### src/hdl/glpd_pkg.sv
`default_nettype none
// ----------------------------------------------------------------------------
// glpd_pkg
// Shared types and constants of the GIF LZW pixel decoder: result kinds,
// register indexes, and the command and status words between the controller
// and the datapath.
// ----------------------------------------------------------------------------
package glpd_pkg;

  localparam int unsigned BUF_W   = 24;
  localparam int unsigned CNT_W   = 5;
  localparam int unsigned CWID_W  = 4;
  localparam int unsigned CLEAR_W = 9;
  localparam int unsigned POS_W   = 16;
  localparam int unsigned PASS_W  = 3;
  localparam logic [CNT_W-1:0] BUF_ROOM = 5'd16;
  localparam logic [3:0] MCB_LOW  = 4'd2;
  localparam logic [3:0] MCB_HIGH = 4'd8;

  typedef enum logic [1:0] {
    KIND_NONE  = 2'd0,
    KIND_PIXEL = 2'd1,
    KIND_END   = 2'd2,
    KIND_ERROR = 2'd3
  } kind_e;

  typedef enum logic [2:0] {
    REG_MIN_CODE_BITS = 3'd0,
    REG_COLOR_BITS    = 3'd1,
    REG_IMAGE_WIDTH   = 3'd2,
    REG_IMAGE_HEIGHT  = 3'd3,
    REG_INTERLACED    = 3'd4,
    REG_TRANSPARENT   = 3'd5
  } reg_e;

  typedef enum logic [1:0] {
    PS_LITERAL = 2'd0,
    PS_FIRST   = 2'd1,
    PS_SUFFIX  = 2'd2,
    PS_CHAIN   = 2'd3
  } push_src_e;

  typedef enum logic {
    CS_DECODE = 1'b0,
    CS_PREFIX = 1'b1
  } chain_src_e;

  typedef struct packed {
    logic       push_byte;
    logic       consume;
    logic       restart;
    logic       set_finish;
    logic       set_fail;
    logic       pop_rd;
    logic       pop_out;
    logic       push_en;
    push_src_e  push_src;
    logic       commit_lit;
    logic       chain_ld;
    chain_src_e chain_src;
    logic       tab_rd;
    logic       commit_entry;
    logic       res_ld;
    kind_e      res_kind;
  } cmd_t;

  typedef struct packed {
    logic failed;
    logic finished;
    logic bad_mcb;
    logic stack_nz;
    logic stack_full;
    logic enough_bits;
    logic is_clear;
    logic is_eoi;
    logic code_bad;
    logic have_prev;
    logic kwkwk;
    logic dec_walk;
    logic dec_walk_bad;
    logic pfx_walk;
    logic pfx_walk_bad;
  } status_t;

endpackage
`default_nettype wire

### src/hdl/glpd_ctrl.sv
`default_nettype none
// ----------------------------------------------------------------------------
// glpd_ctrl
// Controller of the decoder: handshakes, choice of action per word, the
// dictionary chain walk and the final push of a decoded string.
// ----------------------------------------------------------------------------
module glpd_ctrl import glpd_pkg::*; (
  input  wire logic    clk_i,
  input  wire logic    rst_ni,
  input  wire logic    in_valid_i,
  output logic         in_ready_o,
  input  wire logic    cmd_i,
  output logic         out_valid_o,
  input  wire logic    out_ready_i,
  input  wire status_t status_i,
  output cmd_t         cmd_o
);

  typedef enum logic [3:0] {
    ST_IDLE   = 4'b0001,
    ST_POP    = 4'b0010,
    ST_WALK   = 4'b0100,
    ST_FINISH = 4'b1000
  } state_e;

  state_e state_q, state_d;
  logic   out_valid_q, out_valid_d;
  logic   acc;

  assign in_ready_o = (state_q == ST_IDLE) && (!out_valid_q || out_ready_i);
  assign acc = in_valid_i && in_ready_o;

  always_comb begin
    cmd_o = '0;
    cmd_o.push_src  = PS_FIRST;
    cmd_o.chain_src = CS_DECODE;
    cmd_o.res_kind  = KIND_NONE;
    state_d = state_q;
    unique case (state_q)
      ST_IDLE: begin
        if (acc && !cmd_i) begin
          cmd_o.push_byte = 1'b1;
        end else if (acc) begin
          cmd_o.res_ld = 1'b1;
          priority if (status_i.failed) begin
            cmd_o.res_kind = KIND_ERROR;
          end else if (status_i.finished) begin
            cmd_o.res_kind = KIND_END;
          end else if (status_i.bad_mcb) begin
            cmd_o.set_fail = 1'b1;
            cmd_o.res_kind = KIND_ERROR;
          end else if (status_i.stack_nz) begin
            cmd_o.res_ld = 1'b0;
            cmd_o.pop_rd = 1'b1;
            state_d = ST_POP;
          end else if (!status_i.enough_bits) begin
            cmd_o.res_kind = KIND_NONE;
          end else begin
            cmd_o.consume = 1'b1;
            priority if (status_i.is_clear) begin
              cmd_o.restart = 1'b1;
            end else if (status_i.is_eoi) begin
              cmd_o.set_finish = 1'b1;
              cmd_o.res_kind   = KIND_END;
            end else if (status_i.code_bad) begin
              cmd_o.set_fail = 1'b1;
              cmd_o.res_kind = KIND_ERROR;
            end else if (!status_i.have_prev) begin
              cmd_o.push_en    = 1'b1;
              cmd_o.push_src   = PS_LITERAL;
              cmd_o.commit_lit = 1'b1;
            end else if (status_i.dec_walk && status_i.dec_walk_bad) begin
              cmd_o.set_fail = 1'b1;
              cmd_o.res_kind = KIND_ERROR;
            end else begin
              // The code not yet in the table starts with the previous first pixel.
              cmd_o.res_ld   = 1'b0;
              cmd_o.push_en  = status_i.kwkwk;
              cmd_o.chain_ld = 1'b1;
              cmd_o.tab_rd   = status_i.dec_walk;
              state_d = status_i.dec_walk ? ST_WALK : ST_FINISH;
            end
          end
        end
      end
      ST_POP: begin
        cmd_o.pop_out  = 1'b1;
        cmd_o.res_ld   = 1'b1;
        cmd_o.res_kind = KIND_PIXEL;
        state_d = ST_IDLE;
      end
      ST_WALK: begin
        if (status_i.stack_full || (status_i.pfx_walk && status_i.pfx_walk_bad)) begin
          cmd_o.set_fail = 1'b1;
          cmd_o.res_ld   = 1'b1;
          cmd_o.res_kind = KIND_ERROR;
          state_d = ST_IDLE;
        end else begin
          cmd_o.push_en   = 1'b1;
          cmd_o.push_src  = PS_SUFFIX;
          cmd_o.chain_ld  = 1'b1;
          cmd_o.chain_src = CS_PREFIX;
          cmd_o.tab_rd    = status_i.pfx_walk;
          state_d = status_i.pfx_walk ? ST_WALK : ST_FINISH;
        end
      end
      ST_FINISH: begin
        cmd_o.res_ld = 1'b1;
        if (status_i.stack_full) begin
          cmd_o.set_fail = 1'b1;
          cmd_o.res_kind = KIND_ERROR;
        end else begin
          cmd_o.push_en      = 1'b1;
          cmd_o.push_src     = PS_CHAIN;
          cmd_o.commit_entry = 1'b1;
        end
        state_d = ST_IDLE;
      end
      default: state_d = ST_IDLE;
    endcase
    out_valid_d = cmd_o.res_ld ? 1'b1 : (out_ready_i ? 1'b0 : out_valid_q);
  end

  always_ff @(posedge clk_i or negedge rst_ni) begin
    if (!rst_ni) begin
      state_q     <= ST_IDLE;
      out_valid_q <= 1'b0;
    end else begin
      state_q     <= state_d;
      out_valid_q <= out_valid_d;
    end
  end

  assign out_valid_o = out_valid_q;

`ifndef SYNTHESIS
  a_busy_output_free: assert property (@(posedge clk_i) disable iff (!rst_ni)
    (state_q != ST_IDLE) |-> !out_valid_q)
    else $error("decoder busy while a word waits at the output");
  a_pop_after_step: assert property (@(posedge clk_i) disable iff (!rst_ni)
    (state_q == ST_POP) |-> $past(acc && cmd_i))
    else $error("pop state entered without an accepted step");
  a_walk_entry: assert property (@(posedge clk_i) disable iff (!rst_ni)
    (state_q == ST_WALK) |-> $past(state_q == ST_WALK || acc))
    else $error("chain walk entered from a wrong state");
  a_fail_clears_stack: assert property (@(posedge clk_i) disable iff (!rst_ni)
    cmd_o.set_fail |=> status_i.failed && !status_i.stack_nz)
    else $error("error did not empty the string stack");
`endif

endmodule
`default_nettype wire

### config.mk
export PLATFORM = sky130hd
export DESIGN_NAME = glpd_ctrl
export DESIGN_NICKNAME = d
export VERILOG_FILES = /design/src/hdl/glpd_pkg.sv /design/src/hdl/glpd_ctrl.sv
export SDC_FILE = /design/constraint.sdc
export NUM_CORES = 1
export LEC_CHECK = 0
export BUFFER_PORTS_ARGS = -buffer_cell sky130_fd_sc_hd__clkbuf_2
export CAP_MARGIN = 20
export CORE_UTILIZATION = 43
export CTS_BUF_LIST = sky130_fd_sc_hd__clkbuf_16
export CTS_CLUSTER_SIZE = 24
export DETAILED_ROUTE_END_ITERATION = 8
export MAX_ROUTING_LAYER = met4
export PLACE_DENSITY = 0.89
export REMOVE_ABC_BUFFERS = 1
export SLEW_MARGIN = 20
export SYNTH_ARGS = -nofsm -noshare
export SYNTH_HDL_FRONTEND = slang
export SYNTH_SLANG_ARGS = --single-unit
### constraint.sdc
create_clock -name clk_i -period 5.95 [get_ports clk_i]
set_clock_uncertainty 0.05 [all_clocks]
set_input_delay 1.19 -clock clk_i [delete_from_list [all_inputs] [get_ports clk_i]]
set_output_delay 1.19 -clock clk_i [all_outputs]
set_load 0.005 [all_outputs]
# --- After elaboration in Yosys (flattened, before gate mapping) ---
# Index checks and enable logic that the tools add are counted.
word_totals:
  out_inout_bits: 20
  ff_bits: 5
op_classes:
  n_eq_ne: 15
  reduce_logical: 11
  mux: 101
ops:
  columns: ["operator", "n"]
  rows:
  - ["4-bit 2-to-1 mux", 18]
  - ["5-bit 2-to-1 mux", 14]
  - ["1-bit 2-to-1 mux", 43]
  - ["3-bit 2-to-1 mux", 9]
  - ["2-bit 2-to-1 mux", 11]
  - ["3-bit != test (second input constant)", 6]
  - ["3-bit case mux with 4 select lines", 1]
  - ["11-bit AND reduction", 1]
  - ["2-bit != test (second input constant)", 5]
  - ["3-bit case mux with 3 select lines", 1]
  - ["4-bit case mux with 2 select lines", 1]
  - ["1-bit logical AND", 5]
  - ["4-bit by 1-bit == test with 1-bit output (second input constant)", 1]
  - ["4-bit by 2-bit == test with 1-bit output (second input constant)", 1]
  - ["4-bit by 3-bit == test with 1-bit output (second input constant)", 1]
  - ["4-bit == test (second input constant)", 1]
  - ["1-bit case mux with 2 select lines", 2]
  - ["1-bit case mux with 3 select lines", 1]
  - ["1-bit logical NOT", 2]
  - ["1-bit logical OR", 2]
  - ["2-bit nonzero test", 1]

# --- Depth between registers and ports, before layout ---
depth:
  word_depth: 15
  depth_mapped: 6
  mapped_depth_nobuf: 4

# --- Worst setup path before layout ---
# OpenSTA, ideal clock, no wires.
synth_path:
  kind: "input -> output"
  start: "in status_i[14] in the netlist's numbering"
  end: "out cmd_o[6] in the netlist's numbering"
  arrival_ps: 2233
  stages: 4
  setup_slack_ps: 2477
  path_buffers: 0
  path_cell_list: "or3_1 nor4_4 and2_4 a41o_1"
synth_lines:
  columns: ["item", "line", "rtl"]
  rows:
  - ["from (decl)", "glpd_ctrl.sv:15", "input wire status_t status_i,"]
  - ["to (decl)", "glpd_ctrl.sv:16", "output cmd_t cmd_o"]

==> summary by stage <==
Yosys
Summing the areas of all compound-gate instances in the mapped netlist gives 27.0% of the synthesized area. Sequential cells were found to cover 22.0% of the synthesized design area. In this run the biggest area consumer among cell types represents 17.4% of the synthesized area. Summing the areas of all xor and xnor instances in the mapped netlist gives 0% of the synthesized area.

Sorting the synthesized cells by area gives the leading types as sky130_fd_sc_hd__dfrtp_1 17%, sky130_fd_sc_hd__nor2b_1 6.5%, sky130_fd_sc_hd__o21ai_0 5.2%. Yosys printed 0 warnings. Yosys mapped a number of flops with a built-in enable equal to 0. The dominant combinational cell family by area after synthesis is simple AND/OR/NAND/NOR gates. The mapped netlist covers 576 sq um. Ranked by instance count, the synthesized netlist is headed by 8 x sky130_fd_sc_hd__nor2_1, 6 x sky130_fd_sc_hd__nor2b_1, 6 x sky130_fd_sc_hd__o21ai_0, 5 x sky130_fd_sc_hd__a21oi_1, 5 x sky130_fd_sc_hd__nand2_1. The proportion of register bits with asynchronous set or reset after synthesis is 100%. The largest area contributor in the synthesized netlist is sky130_fd_sc_hd__dfrtp_1. In the synthesized netlist the dominant register cell turns out to be sky130_fd_sc_hd__dfrtp_1. Of the total synthesized cell area, the portion taken by full adders, half adders and majority gates is 0%.

The library cell with the highest instance count after synthesis is sky130_fd_sc_hd__nor2_1. After synthesis the netlist holds a flip-flop and latch count of 5. A synthesized cell averages 7.67 sq um.

The simple-gate area share of the yosys netlist is 45.9%. After technology mapping, the gate count stands at 75. Measured against the total synthesized area, the mux share comes to 0%. The number of unique standard cell types used by synthesis is 35.

Setup path
The path type of the worst setup path is in -> out. The kind of start point of the critical path is a primary input. Counting cells, the worst reg-to-reg path comes to 4.

The largest single stage delay on the critical path is 0.44 ns. The worst setup path is captured at an output pin. Among cell families on the critical path, the largest total delay comes from simple AND/OR/NAND/NOR gates. The critical path's slowest cell is sky130_fd_sc_hd__or3_1. For flop-to-flop paths, the worst setup slack is 3.84 ns.

The number of buffers and inverters on the critical path is 2. For the worst setup path, the data required time is 4.71 ns. The top fanout value on the critical path is 7. The most used cell along the critical path is sky130_fd_sc_hd__clkbuf_2. The origin of the critical flop-to-flop path is state_q[0].

The signal on the critical path passes through clkbuf_2, or3_1, nor4_4, and3_2, and2_1, clkbuf_2. The arrival time reported for the critical path endpoint is 2.54 ns. The end of the worst register-to-register path is state_q[2].

Min path
The worst hold path terminates at out_valid_o. Counting instances, the worst hold path has a depth of 1. The worst hold path startpoint is state_q[0]. The class of the worst hold path is reg -> reg.

STA
The total negative slack is 0 ns. Setup repair after global routing left no endpoint under its margin. Headroom to the max-slew limit came out at 64.9%.

Static timing analysis puts the maximum clock frequency at 265 MHz. Dividing the final minimum period by the clock period gives 63.5%. For the pin with the worst max-slew slack, the measured transition is 0.519 ns. The final count of hold timing violations is 0. For the finished layout, the period the worst path requires is 3.78 ns. The number of pins with negative max-slew slack in the final report is 0.

The number of endpoints failing setup at the final stage is 0.

Route
Before antenna repair, the detailed router went through 4 iterations. The violation count after the first detailed-routing iteration is 28. The wire length after detailed routing is 1860 um. The number of nets still failing antenna checks after routing is 0. For this block, the via count after detailed routing is 756.

After detailed routing, the number of remaining DRC violations is 0. In the final routed layout, each cell accounts on average for 14.4 um. The via count normalized by instance count is 5.86.

Global routing
The number of global-route vias before repair was 622. Entering global routing, the biggest net connects 8 pins. The initial antenna violation count is 0. Global routing used 27.8% of the available tracks.

After global routing the overflow that remains totals 0. The first global-routing pass estimated 2660 um of wire.

Layout
The final design utilization is 72.1%. The number of filler instances in the final layout is 97. The final net count is 136. The multi-input logic area is 419 sq um.

Relative to the synthesized area, the layout overhead comes to 46.7%. The sequential cells in the finished layout cover a total of 126 sq um. The antenna diode instance count is 0.

The fraction of layout instances using a drive strength above 1 is 44.3%.

Clock network
The count of H-tree levels built during CTS is 1. Buffers added to address setup during post-CTS repair amount to 0. Clock tree synthesis inserted a total of 3 buffers.

Clock tree synthesis selected as its root buffer the cell sky130_fd_sc_hd__clkbuf_16. At the later pin of the worst-skew pair, clock insertion delay measures 0.23 ns. For this design, the CTS-stage hold fixing added 0 buffers. The maximum buffer depth of the clock tree is 2. The total clock sinks is 5. The TritonCTS clock tree is done.

The post-cts gate resize count is 0. The clock edge transition at the registers on the reported setup and hold paths is 0.04 ns.

Die
The die covers 0.00149 sq mm. After floorplanning, the core was divided into 12 placement rows. In this run the vertical extent of the chip is 38.6 um. The number of top-level pins is 40. The starting density of the core is 49.1%.

The region available for standard cell placement spans 0.00117 sq mm. From left edge to right edge, the die measures 38.6 um.

Power and ir drop
The power density over the cells is 209 mW/mm^2. VDD sags by at most 0.174 mV. The static leakage is 0.458 nW.

Place
The placed wire-length estimate is 1380 um. The final estimated routing congestion in global placement is 0.834. The count of input and output buffers is 39.

Run
The max-capacitance violation count is 0.

Run status
The flow ran to the end, and the final reports show no timing, DRC or antenna violations.
## worst max path at each step
stage	startpoint	endpoint	slack (ns)	depth (start not counted)
5_1_grt	status_i[14]	cmd_o[15]	2.10	6
3_3_place_gp	status_i[14]	cmd_o[6]	2.23	6
3_5_place_dp	status_i[14]	cmd_o[15]	2.20	6
2_1_floorplan	status_i[14]	cmd_o[6]	2.48	4
6_report	status_i[14]	cmd_o[15]	2.17	6
4_1_cts	status_i[14]	cmd_o[15]	2.20	6
## metal layers
metal	up-vias	global-route usage, %	wire, um
met5	-	-	0
met4	0	14.7	53
met3	6	6.94	104
met2	35	44.6	869
met1	353	31.8	830
li1	362	-	-
## cells in the final DEF (no fill, tap or decap), drive strengths merged, types with 2 or more instances in the layout
| cell | instances |
|---|---|
| clkbuf | 42 |
| nor2 | 8 |
| nor2b | 6 |
| o21ai | 6 |
| a21oi | 5 |
| nand2 | 5 |
| and2 | 5 |
| nor3 | 4 |
| dfrtp | 4 |
| and3 | 4 |
| inv | 3 |
| nor4b | 2 |
| a22o | 2 |
| a41o | 2 |
| nand3 | 2 |
| and4b | 2 |
## power by group
part           internal, mW  leakage, nW  switching, mW
Combinational        0.0122        0.351         0.0157
Sequential           0.0353       0.0649       0.000925
Clock                0.0873       0.0423         0.0248
## cell families (layout without fill, tap and decap cells)
group | after synthesis | count (layout)
AO/OA/AOI/OAI | 23 | 23
flip-flops | 5 | 5
buffers and inverters | 5 | 45
AND/OR/NAND/NOR | 42 | 42
## per-stage QoR
| step | hold WS, ns | std cells | setup slack (ns) | total power [mW] | instance area, sq um |
|---|---|---|---|---|---|
| finish | 0.568 | 129 | 2.17 | 0.176 | 845 |
| global route | 0.580 | 129 | 2.10 | 0.181 | 845 |
| CTS | 0.558 | 129 | 2.20 | 0.178 | 845 |
| detailed placement | 0.550 | 125 | 2.20 | 0.0637 | 766 |
| global placement | 0.514 | 125 | 2.23 | 0.0625 | 766 |
| floorplan | 0.481 | 72 | 2.48 | 0.0487 | 553 |
## state kept, by name, indices dropped and copies added (netlist names)
signal,count
state_q,4
out_valid_o,1
## cell type report
| cell class | count | share of cell area [%] |
|---|---|---|
| clock buffers | 3 | 8.89 |
| clock inverters | 1 | 0.444 |
| inverters | 2 | 0.889 |
| multi-input cells | 65 | 49.6 |
| flip-flops and latches | 5 | 15.0 |
| well taps | 14 | 2.07 |
| repair buffers | 39 | 23.1 |
Power figures use the tool's default switching activity.
